===== config.mk =====
export PLATFORM = sky130hd
export DESIGN_NAME = serial_message_framer_core
export DESIGN_NICKNAME = d
export VERILOG_FILES = /design/src/rtl/core/smf_pkg.sv /design/src/rtl/core/serial_message_framer_core.sv /design/src/rtl/core/smf_in_stage.sv /design/src/rtl/core/smf_engine.sv /design/src/rtl/core/smf_out_stage.sv
export VERILOG_INCLUDE_DIRS = /design/src /design/src/rtl/core
export SDC_FILE = /design/constraint.sdc
export NUM_CORES = 1
export LEC_CHECK = 0
export BUFFER_PORTS_ARGS = -buffer_cell sky130_fd_sc_hd__buf_2
export CORE_MARGIN = 8
export CORE_UTILIZATION = 63
export DETAILED_ROUTE_END_ITERATION = 12
export PLACE_DENSITY = 0.9
export SYNTH_ARGS = -nofsm -noshare
export SYNTH_HDL_FRONTEND = slang
export SYNTH_SLANG_ARGS = --single-unit

===== constraint.sdc =====
create_clock -name clk -period 12.46 [get_ports clk]
set_clock_uncertainty 0.1 [all_clocks]
set_input_delay 1.869 -clock clk [delete_from_list [all_inputs] [get_ports clk]]
set_output_delay 1.869 -clock clk [all_outputs]
set_load 0.01 [all_outputs]

===== src/rtl/core/serial_message_framer_core_macros.svh =====
// ----------------------------------------------------------------------------
// Serial message framer assertion macros
// Shared property macros for the framer core checks.
// ----------------------------------------------------------------------------
`ifndef SERIAL_MESSAGE_FRAMER_CORE_MACROS_SVH
`define SERIAL_MESSAGE_FRAMER_CORE_MACROS_SVH

// Same-cycle implication, sampled on the core clock, muted during reset.
`define SMF_ASSERT_SAME(label, ante, cons, msg) \
  label: assert property (@(posedge clk) disable iff (!rst_n) (ante) |-> (cons)) \
    else $error(msg);

// Next-cycle implication, sampled on the core clock, muted during reset.
`define SMF_ASSERT_NEXT(label, ante, cons, msg) \
  label: assert property (@(posedge clk) disable iff (!rst_n) (ante) |=> (cons)) \
    else $error(msg);

`endif


===== src/rtl/core/smf_pkg.sv =====
// ----------------------------------------------------------------------------
// Serial message framer package
// Types, constants and hex decode helpers shared by the framer modules.
// ----------------------------------------------------------------------------
package smf_pkg;

  localparam int BUF_DEPTH       = 28;
  localparam int RADIO_FRAME_LEN = 14;
  localparam int HIST_DEPTH      = 11;
  localparam int MAX_PAYLOAD     = 24;
  localparam int TDATA_W         = 120;

  localparam logic [7:0] CH_A  = 8'h61;
  localparam logic [7:0] CH_B  = 8'h62;
  localparam logic [7:0] CH_H  = 8'h68;
  localparam logic [7:0] CH_I  = 8'h69;
  localparam logic [7:0] CH_L  = 8'h6c;
  localparam logic [7:0] CH_S  = 8'h73;
  localparam logic [7:0] SYNC0 = 8'hA5;
  localparam logic [7:0] SYNC1 = 8'h5A;

  typedef enum logic [2:0] {
    MSG_NONE       = 3'd0,
    MSG_BOOT_ACK   = 3'd1,
    MSG_BOOT_HEX   = 3'd2,
    MSG_BOOT_START = 3'd3,
    MSG_LIGHT_SET  = 3'd4,
    MSG_ALIVE      = 3'd5,
    MSG_RADIO      = 3'd6
  } msg_type_t;

  // Declared from the highest field down so that message_type sits at bit 0.
  typedef struct packed {
    logic [7:0]  status_byte;
    logic [31:0] sender_id;
    logic [31:0] data_word;
    logic [7:0]  org_byte;
    logic [4:0]  telegram_length;
    logic [2:0]  sequence_bits;
    logic        checksum_ok;
    logic [7:0]  second_number;
    logic [7:0]  first_number;
    logic [4:0]  frame_position;
    msg_type_t   message_type;
  } result_t;

  function automatic logic [7:0] digit_value(input logic [7:0] c);
    logic [7:0] v;
    if (c inside {[8'h30:8'h39]}) begin
      v = c - 8'h30;
    end else if (c inside {[8'h41:8'h46]}) begin
      v = c - 8'h37;
    end else if (c inside {[8'h61:8'h66]}) begin
      v = c - 8'h57;
    end else begin
      v = c;
    end
    return v;
  endfunction

  function automatic logic [7:0] hex_pair(input logic [7:0] hi, input logic [7:0] lo);
    logic [7:0] h;
    logic [7:0] l;
    h = digit_value(hi);
    l = digit_value(lo);
    return {h[3:0], 4'h0} + l;
  endfunction

endpackage


===== src/rtl/core/serial_message_framer_core.sv =====
// ----------------------------------------------------------------------------
// Serial message framer core
// Frames received serial bytes into command messages or radio telegrams.
// ----------------------------------------------------------------------------
// Each input transaction on in_* carries one received byte. Every byte
// produces exactly one output transaction on out_*, which reports either the
// running frame position or, on the last byte of a frame, the decoded message.
// The cfg_* channel writes the protocol mode (0 command text, 1 radio
// telegram); it is always ready and should only be used while no bytes are in
// flight. A mode write abandons any partial frame.
// A byte's result appears on out_tvalid once it has passed both registers: the
// input register captures the byte, and the decode logic writes the result
// register when that register can take it. One byte is taken per cycle while the
// receiver keeps up, since the frame state's next value is computed
// combinationally between those two registers.
// When out_tready is low the result register holds its transaction, the input
// register fills, and in_tready then drops until the receiver takes the result.
// After reset both registers are empty, the mode is command framing and no
// frame is in progress.
// ----------------------------------------------------------------------------
`include "serial_message_framer_core_macros.svh"

module serial_message_framer_core (
  input  logic                        clk,
  input  logic                        rst_n,
  // tdata: rx_byte[7:0]
  input  logic                        in_tvalid,
  output logic                        in_tready,
  input  logic [7:0]                  in_tdata,
  // tdata: message_type[2:0], frame_position[7:3], first_number[15:8],
  // second_number[23:16], checksum_ok[24], sequence_bits[27:25],
  // telegram_length[32:28], org_byte[40:33], data_word[72:41],
  // sender_id[104:73], status_byte[112:105], zero fill[119:113]
  output logic                        out_tvalid,
  input  logic                        out_tready,
  output logic [smf_pkg::TDATA_W-1:0] out_tdata,
  input  logic                        cfg_valid,
  output logic                        cfg_ready,
  input  logic                        cfg_data
);

  logic             take;
  logic             stage_valid;
  logic [7:0]       stage_byte;
  logic             step;
  logic             cfg_we;
  logic [4:0]       position;
  smf_pkg::result_t result;

  assign cfg_ready = 1'b1;
  assign cfg_we    = cfg_valid & cfg_ready;
  assign step      = stage_valid & take;

  smf_in_stage u_in_stage (
    .clk         (clk),
    .rst_n       (rst_n),
    .in_tvalid   (in_tvalid),
    .in_tready   (in_tready),
    .in_tdata    (in_tdata),
    .take        (take),
    .stage_valid (stage_valid),
    .stage_byte  (stage_byte)
  );

  smf_engine u_engine (
    .clk      (clk),
    .rst_n    (rst_n),
    .step     (step),
    .rx_byte  (stage_byte),
    .cfg_we   (cfg_we),
    .cfg_mode (cfg_data),
    .result   (result),
    .position (position)
  );

  smf_out_stage u_out_stage (
    .clk        (clk),
    .rst_n      (rst_n),
    .load       (step),
    .result     (result),
    .can_load   (take),
    .out_tvalid (out_tvalid),
    .out_tready (out_tready),
    .out_tdata  (out_tdata)
  );

  `SMF_ASSERT_SAME(a_done_clears_position,
    out_tvalid && out_tdata[2:0] != smf_pkg::MSG_NONE, out_tdata[7:3] == 5'd0,
    "Completed message reports a nonzero frame position.")

  `SMF_ASSERT_SAME(a_radio_fields_only_on_radio,
    out_tvalid && out_tdata[2:0] != smf_pkg::MSG_RADIO,
    out_tdata[24] == 1'b0 && out_tdata[112:105] == 8'd0,
    "Radio fields are set on a result that is not a radio telegram.")

  `SMF_ASSERT_NEXT(a_step_loads_result, step, out_tvalid,
    "A processed byte did not produce a pending result.")

  `SMF_ASSERT_NEXT(a_position_bounded, step, position <= 5'(smf_pkg::BUF_DEPTH),
    "Frame position ran past the buffer depth.")

endmodule


===== src/rtl/core/smf_in_stage.sv =====
// ----------------------------------------------------------------------------
// Serial message framer input stage
// Registers one received byte and hands it to the frame engine.
// ----------------------------------------------------------------------------
module smf_in_stage (
  input  logic       clk,
  input  logic       rst_n,
  input  logic       in_tvalid,
  output logic       in_tready,
  input  logic [7:0] in_tdata,
  input  logic       take,
  output logic       stage_valid,
  output logic [7:0] stage_byte
);

  logic       valid_r;
  logic       valid_nxt;
  logic [7:0] byte_r;
  logic       advance;
  logic       in_fire;

  assign advance   = valid_r & take;
  assign in_tready = ~valid_r | advance;
  assign in_fire   = in_tvalid & in_tready;

  always_comb begin
    valid_nxt = valid_r;
    if (in_fire) begin
      valid_nxt = 1'b1;
    end else if (advance) begin
      valid_nxt = 1'b0;
    end
  end

  always_ff @(posedge clk) begin
    if (!rst_n) begin
      valid_r <= 1'b0;
    end else begin
      valid_r <= valid_nxt;
    end
  end

  always_ff @(posedge clk) begin
    if (in_fire) begin
      byte_r <= in_tdata;
    end
  end

  assign stage_valid = valid_r;
  assign stage_byte  = byte_r;

endmodule


===== src/rtl/core/smf_engine.sv =====
// ----------------------------------------------------------------------------
// Serial message framer engine
// Holds the frame state and turns one byte into one result per step.
// ----------------------------------------------------------------------------
module smf_engine (
  input  logic             clk,
  input  logic             rst_n,
  input  logic             step,
  input  logic [7:0]       rx_byte,
  input  logic             cfg_we,
  input  logic             cfg_mode,
  output smf_pkg::result_t result,
  output logic [4:0]       position
);

  logic                   mode_r, mode_nxt;
  logic [4:0]             position_r, position_nxt;
  smf_pkg::msg_type_t     kind_r, kind_nxt;
  logic [4:0]             exp_len_r, exp_len_nxt;
  logic [7:0]             num_r [2];
  logic [7:0]             num_nxt [2];
  logic [7:0]             sum_r, sum_nxt;
  logic [7:0]             hist_r [smf_pkg::HIST_DEPTH];
  logic [4:0]             pos;
  logic [7:0]             pair;
  logic                   reject;
  logic                   done;

  assign pos  = position_r + 5'd1;
  assign pair = smf_pkg::hex_pair(hist_r[0], rx_byte);

  always_comb begin
    mode_nxt     = mode_r;
    position_nxt = position_r;
    kind_nxt     = kind_r;
    exp_len_nxt  = exp_len_r;
    num_nxt[0]   = num_r[0];
    num_nxt[1]   = num_r[1];
    sum_nxt      = sum_r;
    reject       = 1'b0;
    done         = 1'b0;
    result       = '0;

    if (step) begin
      if (pos > 5'(smf_pkg::BUF_DEPTH)) begin
        position_nxt = '0;
      end else begin
        if (!mode_r) begin
          if (pos == 5'd1) begin
            reject = !(rx_byte == smf_pkg::CH_B || rx_byte == smf_pkg::CH_L ||
                       rx_byte == smf_pkg::CH_I);
            num_nxt[0] = '0;
            num_nxt[1] = '0;
          end else if (pos == 5'd2) begin
            if (hist_r[0] == smf_pkg::CH_B && rx_byte == smf_pkg::CH_A) begin
              kind_nxt    = smf_pkg::MSG_BOOT_ACK;
              exp_len_nxt = 5'd2;
            end else if (hist_r[0] == smf_pkg::CH_B && rx_byte == smf_pkg::CH_H) begin
              kind_nxt    = smf_pkg::MSG_BOOT_HEX;
              exp_len_nxt = 5'd4;
            end else if (hist_r[0] == smf_pkg::CH_B && rx_byte == smf_pkg::CH_S) begin
              kind_nxt    = smf_pkg::MSG_BOOT_START;
              exp_len_nxt = 5'd4;
            end else if (hist_r[0] == smf_pkg::CH_L && rx_byte == smf_pkg::CH_S) begin
              kind_nxt    = smf_pkg::MSG_LIGHT_SET;
              exp_len_nxt = 5'd6;
            end else if (hist_r[0] == smf_pkg::CH_I && rx_byte == smf_pkg::CH_A) begin
              kind_nxt    = smf_pkg::MSG_ALIVE;
              exp_len_nxt = 5'd2;
            end else begin
              reject = 1'b1;
            end
          end else if (pos == 5'd4) begin
            num_nxt[0] = pair;
            if (kind_r == smf_pkg::MSG_BOOT_HEX) begin
              if (pair > 8'(smf_pkg::MAX_PAYLOAD) || pair > 8'(smf_pkg::BUF_DEPTH - 4)) begin
                reject = 1'b1;
              end else begin
                exp_len_nxt = 5'd4 + pair[4:0];
              end
            end
          end else if (pos == 5'd6) begin
            num_nxt[1] = pair;
          end
          if (!reject && pos > 5'd1 && pos == exp_len_nxt) begin
            done                  = 1'b1;
            result.message_type   = kind_nxt;
            result.first_number   = num_nxt[0];
            result.second_number  = num_nxt[1];
          end
        end else begin
          if (pos == 5'd1) begin
            reject = (rx_byte != smf_pkg::SYNC0);
          end else if (pos == 5'd2) begin
            if (rx_byte != smf_pkg::SYNC1) begin
              reject = 1'b1;
            end else begin
              kind_nxt    = smf_pkg::MSG_RADIO;
              exp_len_nxt = 5'(smf_pkg::RADIO_FRAME_LEN);
              sum_nxt     = '0;
            end
          end else if (pos < 5'(smf_pkg::RADIO_FRAME_LEN)) begin
            sum_nxt = sum_r + rx_byte;
          end
          // The history line holds telegram bytes three to thirteen, newest first.
          if (!reject && pos == 5'(smf_pkg::RADIO_FRAME_LEN)) begin
            done                   = 1'b1;
            result.message_type    = smf_pkg::MSG_RADIO;
            result.checksum_ok     = (sum_r == rx_byte);
            result.sequence_bits   = hist_r[10][7:5];
            result.telegram_length = hist_r[10][4:0];
            result.org_byte        = hist_r[9];
            result.data_word       = {hist_r[8], hist_r[7], hist_r[6], hist_r[5]};
            result.sender_id       = {hist_r[4], hist_r[3], hist_r[2], hist_r[1]};
            result.status_byte     = hist_r[0];
          end
        end

        if (done || reject) begin
          position_nxt = '0;
        end else begin
          position_nxt          = pos;
          result.frame_position = pos;
        end
      end
    end

    if (cfg_we) begin
      mode_nxt     = cfg_mode;
      position_nxt = '0;
      sum_nxt      = '0;
    end
  end

  always_ff @(posedge clk) begin
    if (!rst_n) begin
      mode_r     <= 1'b0;
      position_r <= '0;
      kind_r     <= smf_pkg::MSG_NONE;
      exp_len_r  <= '0;
      num_r[0]   <= '0;
      num_r[1]   <= '0;
      sum_r      <= '0;
    end else begin
      mode_r     <= mode_nxt;
      position_r <= position_nxt;
      kind_r     <= kind_nxt;
      exp_len_r  <= exp_len_nxt;
      num_r[0]   <= num_nxt[0];
      num_r[1]   <= num_nxt[1];
      sum_r      <= sum_nxt;
    end
  end

  always_ff @(posedge clk) begin
    if (step) begin
      hist_r[0] <= rx_byte;
      for (int i = 1; i < smf_pkg::HIST_DEPTH; i++) begin
        hist_r[i] <= hist_r[i-1];
      end
    end
  end

  assign position = position_r;

endmodule


===== src/rtl/core/smf_out_stage.sv =====
// ----------------------------------------------------------------------------
// Serial message framer output stage
// Result register that holds one result until the receiver takes it.
// ----------------------------------------------------------------------------
module smf_out_stage (
  input  logic                           clk,
  input  logic                           rst_n,
  input  logic                           load,
  input  smf_pkg::result_t               result,
  output logic                           can_load,
  output logic                           out_tvalid,
  input  logic                           out_tready,
  output logic [smf_pkg::TDATA_W-1:0]    out_tdata
);

  logic             valid_r;
  logic             valid_nxt;
  smf_pkg::result_t data_r;

  assign can_load = ~valid_r | out_tready;

  always_comb begin
    valid_nxt = valid_r;
    if (load) begin
      valid_nxt = 1'b1;
    end else if (out_tready) begin
      valid_nxt = 1'b0;
    end
  end

  always_ff @(posedge clk) begin
    if (!rst_n) begin
      valid_r <= 1'b0;
    end else begin
      valid_r <= valid_nxt;
    end
  end

  always_ff @(posedge clk) begin
    if (load) begin
      data_r <= result;
    end
  end

  assign out_tvalid = valid_r;
  assign out_tdata  = {(smf_pkg::TDATA_W - $bits(smf_pkg::result_t))'(0), data_r};

endmodule


-- Word level (Yosys, flattened, before mapping)
Memory sizes are Yosys's and may differ from the RTL's. A register that Yosys moved wholly into a read port is not among the register bits.
Cells that the tools add are included.
- eq/ne operators: 23
- add/sub/neg operators: 10
- reduce and logical (&&, ||, !) cells: 28
- bitwise logic cells: 14
- muxes and demuxes: 87
- order comparisons: 16
- operators with widths (cell ; number):
    $mux W5 ; 19
    $mux W8 ; 11
    $mux W16 ; 5
    $eq A8 B7 Y1 const B ; 9
    $mux W3 ; 14
    $mux W1 ; 35
    $ge A8 B7 Y1 const B ; 4
    $le A8 B7 Y1 const B ; 4
    $add A8 B8 Y8 ; 2
    $ge A8 B6 Y1 const B ; 2
    $le A8 B6 Y1 const B ; 2
    $sub A8 B6 Y8 const B ; 2
    $logic_and A1 B1 Y1 ; 14
    $mux W4 ; 3
    $eq A5 B3 Y1 const B ; 2
    $eq A8 B8 Y1 ; 1
    $gt A8 B5 Y1 const B ; 1
    $ne A2 B2 Y1 const B ; 4
    $ne A8 B7 Y1 const B ; 1
    $ne A8 B8 Y1 const B ; 1
    $not A1 Y1 ; 8
    $sub A4 B3 Y4 const B ; 2
    $sub A8 B7 Y8 const B ; 1
    $reduce_and A6 Y1 ; 1
    other kinds (19) ; 30
- flip-flop bits (word level): 137
- memories kept: 2
- memory bits (writable): 104
- output and inout bits: 123
- memory list (name ; depth ; width ; rd ports ; clocked after memory_dff ; write ports ; line ; text):
    u_engine.hist_r ; 11 ; 8 ; 11 ; 1 ; 11 ; smf_engine.sv:23 ; logic [7:0] hist_r [smf_pkg::HIST_DEPTH];
    u_engine.num_r ; 2 ; 8 ; 2 ; 0 ; 2 ; smf_engine.sv:20 ; logic [7:0] num_r [2];

-- Longest topological paths before layout
Gate-level depths: netlist (run 1).
An unclocked memory read counts as a cell.
- depth after elaboration: 26
- gate-level depth with buffers: 22
- mapped depth without buffers: 20

-- Cells and area by module
Synthesis (run 1) repeated with hierarchy kept, for this count alone.
- cell total of the unflattened synthesis: 831
- area, all modules: 10969.3 µm²
- by module, submodules not included (module ; seq. area each (µm²) ; times used ; cells an instance ; area an instance (µm²)):
    smf_engine ; 3403.3 ; 1 ; 690 ; 7155.6
    smf_out_stage ; 3413.3 ; 1 ; 125 ; 3498.4
    smf_in_stage ; 260.2 ; 1 ; 13 ; 297.8
    serial_message_framer_core ; 0.0 ; 1 ; 3 ; 17.5

-- Worst setup path after synthesis (run 1)
No wires, ideal clock.
- path kind: input-to-reg
- start: input out_tready
- end: register u_engine.sum_r[7]
- path buffers: 2
- stages: 8
- path slack: 4513 ps
- arrival time: 7715 ps
- cells stage by stage: nor2b_1 -> nand2b_1 -> clkbuf_1 -> inv_1 -> nand4_1 -> clkbuf_1 -> o21ai_0 -> a21oi_1
- cells in the longest elaborated chain, start to end: 3
- ends and longest elaborated chain (what ; line ; text):
    start, declared ; serial_message_framer_core.sv:35 ; input logic out_tready,
    $or A1 B1 Y1 ; smf_out_stage.sv:20 ; assign can_load = ~valid_r | out_tready;
    $and A1 B1 Y1 ; serial_message_framer_core.sv:52 ; assign step = stage_valid & take;
    via step ; serial_message_framer_core.sv:45 ; logic step;
    $reduce_and A6 Y1 (no source line) ; -- ;
    end signal, assigned ; smf_engine.sv:151 ; sum_r <= sum_nxt;
    end, declared ; smf_engine.sv:22 ; logic [7:0] sum_r, sum_nxt;
The timed path passes the listed nets, and every way through them passes these cells.
A chain may end at the register's enable or synchronous reset.

-- Worst setup path in the final report (run 1)
- start: register u_in_stage.byte_r[1], in the netlist u_in_stage.stage_byte[1]
- end: register u_out_stage.data_r, in the netlist u_out_stage.out_tdata[10] (data pin)
- cells in the longest elaborated chain, start to end: 20
- ends and longest elaborated chain (what ; line ; text):
    start, declared ; smf_in_stage.sv:18 ; logic [7:0] byte_r;
    start signal, assigned ; smf_in_stage.sv:45 ; byte_r <= in_tdata;
    branches (longest 20 deep; another with $ge A8 B7 Y1) ; -- ;
    end signal, assigned ; smf_out_stage.sv:41 ; data_r <= result;
    end, declared ; smf_out_stage.sv:18 ; smf_pkg::result_t data_r;
Parallel ways; which one is timed is not known. The select of a mux whose other input is x is not followed.

==> impl_results.md, run 1 <==
- Status: finished clean
- Actual slew at the worst max-slew pin: 0.965 ns
- Clock Latency Late Sink: 0.51 ns
- Leakage: 4.61 nW
- CP peak stage delay: about 0.75 ns
- Top post-synthesis cells by area: edfxtp_1, dfxtp_1, and2_1
- NetSw: between 300 and 400 uW
- Routed wire length: between 20000 and 25000 um
- Total setup buffers inserted after CTS: 0
- Share of power burned in registers: 53.5%
- Rows: 48
- DR vias/cell: 5.85
- Setup ws final: roughly 6.2 ns
- Syn_area_per_cell: 13.0 um^2
- Largest net degree at the start of global routing: 137
- Top-area cell type share of the netlist area: between 50% and 60%
- RSZ-0062 raised after global routing: false
- Clock power frac: around two fifths
- Die area: 22000 um^2
- Drt wl/cell: 19.9 um
- Pwr dens: about 140 nW/um^2
- Commonest cells after routing, fill and taps aside: edfxtp_1, buf_2, and2_1
- CP Capture Type: flip-flop
- Number of flops mapped to enable cells by yosys: 209
- Cts hold-fix bufs: 0
- Max Cap Viol: 0
- CTS H-Tree Depth: 1
- Seq cells post-synth: about 250
- CTS buffer count: 25
- Worst VDD drop: 0.000127 V
- Combinational family with the most area after synthesis: simple AND/OR/NAND/NOR gates
- Die Span X: 148 um
- Post-synthesis mux area share: 1.03%
- Area growth, synth to finish: 14.0%
- Post-DP HPWL: 16300 um
- Total global-route track usage: a little over a fifth
- Layout cells sized above 1: 19.9%
- PostCTS Resize Cnt: 0
- Max FO, Critical Path: 19
- Most common cell after layout, fill and taps aside: edfxtp_1
- Placer Congestion: 0.906
- # DRC: 0
- Core ar.: 17200 um^2
- Overflow after GRT: 0
- First-pass GRT wire length: 37900 um
- DIE HEIGHT: 148 um
- Comb power frac: 5.5%
- Final layout net count: 1019
- Final hold slack: 0.334 ns
- Post-route ant nets: 0
- Final setup viols: 0
- Synth Area in XOR/XNOR: 1.82%
- PortBufs: around 130
- Post-Synth Adder-Cell Area: 3.88%
- Worst path cell trace: inv_1, ha_1, nand2b_1, a21oi_1, nor2_1, nor3_1, xnor2_1, mux2_2, ha_1, a21o_1, a21oi_1, xnor2_1, xnor2_2, xor2_1, or3_1, or3_1, a311o_1, or4_4, a211oi_2
- CTS Buffer Depth: 3
- Type of the worst min-delay path: flip-flop to flip-flop
- Int Power: approximately 1.4 mW
- Ys flop type: edfxtp_1
- Fmax: 0.159 GHz
- Final hold vios: 0
- Final Util: between 70 and 80%
- Antenna violations before repair: 0
- Synth warn: 0
- Area of the mapped netlist: 11000 um^2
- Synth area leader: edfxtp_1
- Critical path buffer and inverter count: 1
- Synth cell types: 82
- Pre-CTS WS: 6.29 ns
- Switching part of the total power: 21.5%
- Register area share after synthesis: 64.2%
- Crit path required time: 12.70 ns
- Crit path launch type: flip-flop
- Root buf cell: clkbuf_16
- # diodes: 0
- Via count: 7105
- Initial cell density of the core: 64.0%
- Synth async-reset ratio: 0%
- WP data arrival: approximately 6.5 ns
- Slew Viols, Final: 0
- Clock sinks: 249
- Setup_tns: 0 ns
- Syn Inst Count: between 800 and 900
- Clock Pin Slew Worst Setup and Hold Paths: 0.06 ns
- Vias in the first global route: 6879
- Final min period: 6.27 ns
- Max-slew headroom: a little over a third
- Ports: 137
- Critical path class: flip-flop to flip-flop
- Slowest cell on crit path: or4_4
- Total power: 1.78 mW
- Simple-gate share of the synthesized area: 16.2%
- DRT iter0 DRCs: approximately 640
- CTS tree: built
- DRT Pass-1 Iters: 5
- CP delay by family, top: simple AND/OR/NAND/NOR gates
- Period utilization: between 50% and 60%
- Compound-cell area share of the yosys netlist: 9.70%
## power by group through the flow
stage          Clock (mW)  Sequential, mW  Combinational [mW]
3_3_place_gp            0           0.968              0.0964
4_1_cts             0.742           0.953              0.0983
6_report            0.728           0.953              0.0985
2_1_floorplan           0           0.975              0.0599
3_5_place_dp            0           0.970              0.0977
5_1_grt             0.771           0.956               0.107
## sequential cells by signal (all words and copies together) (netlist names)
signal,flops
u_engine.kind_r,3
u_engine.sum_r,8
u_out_stage.out_tvalid,1
u_engine.mode_r,1
u_engine.exp_len_r,5
u_in_stage.stage_valid,1
u_engine.num_r,16
u_engine.position,5
u_out_stage.out_tdata,113
u_engine.hist_r,88
u_in_stage.stage_byte,8
## final timing paths
check / startpoint / endpoint / slack, ns / depth (start not counted)
setup / recovery: u_in_stage.stage_byte[1] / u_out_stage.out_tdata[10] / 6.19 / 19
hold / removal: u_engine.hist_r[3][0] / u_engine.hist_r[4][0] / 0.33 / 0
setup reg to reg: u_in_stage.stage_byte[1] / u_out_stage.out_tdata[10] / 6.19 / 19
hold reg to reg: u_engine.hist_r[3][0] / u_engine.hist_r[4][0] / 0.33 / 0
## synth_stat cells, drive strengths merged (4+ instances only)
library cell	number
a21oi	38
a22oi	18
o21ai	20
a31oi	4
o21bai	8
nand2b	10
nor3	17
nor2b	30
edfxtp	209
buf	19
inv	26
nand3	15
nor2	67
xnor2	18
nand4	9
or3	6
a21o	5
nand2	43
and2	95
xor2	4
mux2i	8
clkbuf	25
a21boi	6
ha	31
dfxtp	40
## layout make-up
type	instances	area, um^2
clock inverters	15	153
flip-flops and latches	249	7080
repair buffers	133	678
fillers	1066	4670
inverters	26	105
clock buffers	30	644
well taps	225	282
multi-input cells	537	3630
## through the flow
stage               cell area (um^2)  std cells
floorplan                      11100        856
global placement               11800       1170
detailed placement             11800       1170
CTS                            12600       1215
global route                   12600       1215
finish                         12600       1215
## kinds of logic after synthesis
family                     after synthesis
and+or+nand+nor                        316
muxes                                   11
DFF                                    249
other                                    2
xor gates and xnor gates                22
buffers and inverters                   70
AOI/OAI and AO/OA                      147
adders and majority gates               33
## worst reg2reg max path, delay by kind of cell (launching register included)
family                     cells  cell delay (ns)
AOI/OAI and AO/OA              5             1.39
xor gates and xnor gates       4             0.68
adders and majority gates      2             0.61
and+or+nand+nor                6             2.27
muxes                          1             0.30
buffers and inverters          1             0.22
DFF                            1             0.55
## layer usage
layer	vias to the layer above	part of all wire, %	GRT usage (%)
met5	-	0	0
met4	0	2.3	6.43
met3	40	7.9	4.50
met2	299	49	36.8
met1	3438	41	27.7
li1	3328	-	-
(Power assumes the default switching activity.)
==> inputs of run 2 (changes only) <==
- ABC_AREA: unset -> 1
- CORE_UTILIZATION: 63 -> 58
- PLACE_DENSITY: 0.9 -> 0.84
- clock period: 12.46 -> 6.5 ns (I/O delays scaled with it)
==> impl_results.md, run 2 <==
- Share of power burned in registers: 49.5%
- RSZ-0062 raised after global routing: false
- Int Power: between 2 and 3 mW
- Syn Inst Count: 987
- Synth cell types: 49
- Routed wire length: 22500 um
- First-pass GRT wire length: between 30000 and 40000 um
- Clock sinks: 249
- Drt wl/cell: between 15 and 20 um
- Area of the mapped netlist: 10900 um^2
- Seq cells post-synth: 249
- Final hold vios: 0
- Type of the worst min-delay path: flip-flop to flip-flop
- Post-DP HPWL: 15400 um
- Die Span X: around 150 um
- Max reg flops: 113
- Register Area: 7080 um^2
- Register area share after synthesis: 65.1%
- Final min period: around 5 ns
- Placer Congestion: 0.910
- CP Capture Type: flip-flop
- Area growth, synth to finish: 16.8%
- Comb power frac: under 10%
- Switching part of the total power: 22.3%
- CP peak stage delay: roughly 0.5 ns
- PostCTS Resize Cnt: 0
- PortBufs: 128
- Setup ws final: about 1.5 ns
- Post-route ant nets: 0
- CTS H-Tree Depth: 1
- Final setup viols: 0
- Clock Pin Slew Worst Setup and Hold Paths: 0.06 ns
- Pre-CTS WS: approximately 1.6 ns
- NetSw: 829 uW
- Number of flops mapped to enable cells by yosys: 209
- # DRC: 0
- Worst VDD drop: 0.000251 V
- Filler instances: 1318
- Die area: between 20000 and 25000 um^2
- Via count: roughly 7.2k
- Multi-input gate area in the final layout: 3020 um^2
- Cts hold-fix bufs: 0
- # diodes: 0
- Internal reg-to-reg setup slack: 1.53 ns
- Max Cap Viol: 0
- Final layout net count: 1168
- Count leader, synth: edfxtp_1
- Core ar.: 18600 um^2
- Period utilization: between 70% and 80%
- DR vias/cell: 5.25
- Ys flop type: edfxtp_1
- CTS Buffer Depth: 3
- DRT iter0 DRCs: between 600 and 700
- DIE HEIGHT: 153 um
- CTS buffer count: 26
- Commonest cells after routing, fill and taps aside: edfxtp_1, inv_1, nor2_1
- Largest net degree at the start of global routing: around 150
- DRT Pass-1 Iters: 5
- Top-area cell type share of the netlist area: 57.7%
- Syn_area_per_cell: 11.0 um^2
- Top post-synthesis cells by area: edfxtp_1, dfxtp_1, inv_1
- Fmax: 0.201 GHz
- Antenna violations before repair: 0
- CP dominant cell by count: nand2_1
- Crit path launch type: flip-flop
- Most frequent cells after synthesis: edfxtp_1, inv_1, nor2_1, nand2_1, a21oi_1
- Clock Latency Late Sink: 0.52 ns
- Setup_tns: 0 ns
- Overflow after GRT: 0
- CTS tree: built
- Ports: 137
- Total global-route track usage: 18.5%
- Root buf cell: clkbuf_16
- Critical path class: flip-flop to flip-flop
- Crit path required time: 6.75 ns
- Total setup buffers inserted after CTS: 0
- Actual slew at the worst max-slew pin: 1.13 ns
- Most common cell after layout, fill and taps aside: edfxtp_1
- Synth warn: 0
- Layout cells sized above 1: 20.2%
- Rows: 50
- Slew Viols, Final: 0
- Synth async-reset ratio: 0%
- Max-slew headroom: approximately 24%
- Initial cell density of the core: 58.5%
- Vias in the first global route: 7126
- Max FO, Critical Path: 19
- Pwr dens: 293 nW/um^2
- Slowest cell on crit path: edfxtp_1
- Status: finished clean
- Leakage: 5.34 nW
- WP data arrival: 5.22 ns
- Synth area leader: edfxtp_1
- Clock power frac: 43.3%
## run 2: metal layers
layer  track usage (%)  part of all wire (%)  vias up
li1                  -                     -     3522
met1              22.4                    42     3445
met2              33.0                    50      217
met3              3.75                   6.3       39
met4              5.00                   1.8        0
met5                 0                     0        -
## run 2: logic make-up after synthesis
group,count (synthesis),share of synthesized area (%)
AO/OA/AOI/OAI,130,6.89
XOR/XNOR,13,1.19
adder cells (fa/ha/maj),33,3.94
buffers and inverters,209,7.65
flip-flops,249,65.1
other,2,0.0691
AND/OR/NAND/NOR,351,15.2
## run 2: cell type report
class | instances | share of cell area (%)
Sequential cell | 249 | 55.7
Multi-Input combinational cell | 535 | 23.8
Clock buffer | 34 | 5.77
Timing Repair Buffer | 132 | 5.38
Inverter | 177 | 5.23
Tap cell | 234 | 2.30
Clock inverter | 14 | 1.84
## run 2: path summary, 6_finish.rpt
kind,from,end,cells past startpoint
worst max-delay path,u_in_stage.stage_byte[4],u_out_stage.out_tdata[2],31
worst min-delay path,u_engine.hist_r[0][6],u_engine.hist_r[1][6],0
worst max register to register,u_in_stage.stage_byte[4],u_out_stage.out_tdata[2],31
worst min register to register,u_engine.hist_r[0][6],u_engine.hist_r[1][6],0
## run 2: power groups by stage
stage          clock, mW  sequential [mW]  combinational (mW)
6_report            1.61             1.84               0.267
5_1_grt             1.69             1.85               0.296
4_1_cts             1.63             1.84               0.268
3_5_place_dp           0             1.87               0.265
3_3_place_gp           0             1.87               0.260
2_1_floorplan          0             1.88               0.171
## run 2: worst max-delay path: cells and delay by family (launching register included)
kind,cells,cell delay [ns]
DFF,1,0.50
and+or+nand+nor,20,2.23
buffers and inverters,4,0.44
xor gates and xnor gates,1,0.14
adders and majority gates,2,0.57
AOI/OAI and AO/OA,4,0.79
## run 2: through the flow
| step | util (%) | hold WS (ns) | instance area, um^2 | power, mW | std cells |
|---|---|---|---|---|---|
| 6_report | 68.4 | 0.343 | 12700 | 3.72 | 1375 |
| 5_1_grt | 68.4 | 0.355 | 12700 | 3.83 | 1375 |
| 4_1_cts | 68.4 | 0.339 | 12700 | 3.74 | 1375 |
| 3_5_place_dp | 63.2 | 0.334 | 11700 | 2.14 | 1327 |
| 3_3_place_gp | 63.2 | 0.328 | 11700 | 2.13 | 1327 |
| 2_1_floorplan | - | 0.326 | 10900 | 2.05 | 993 |
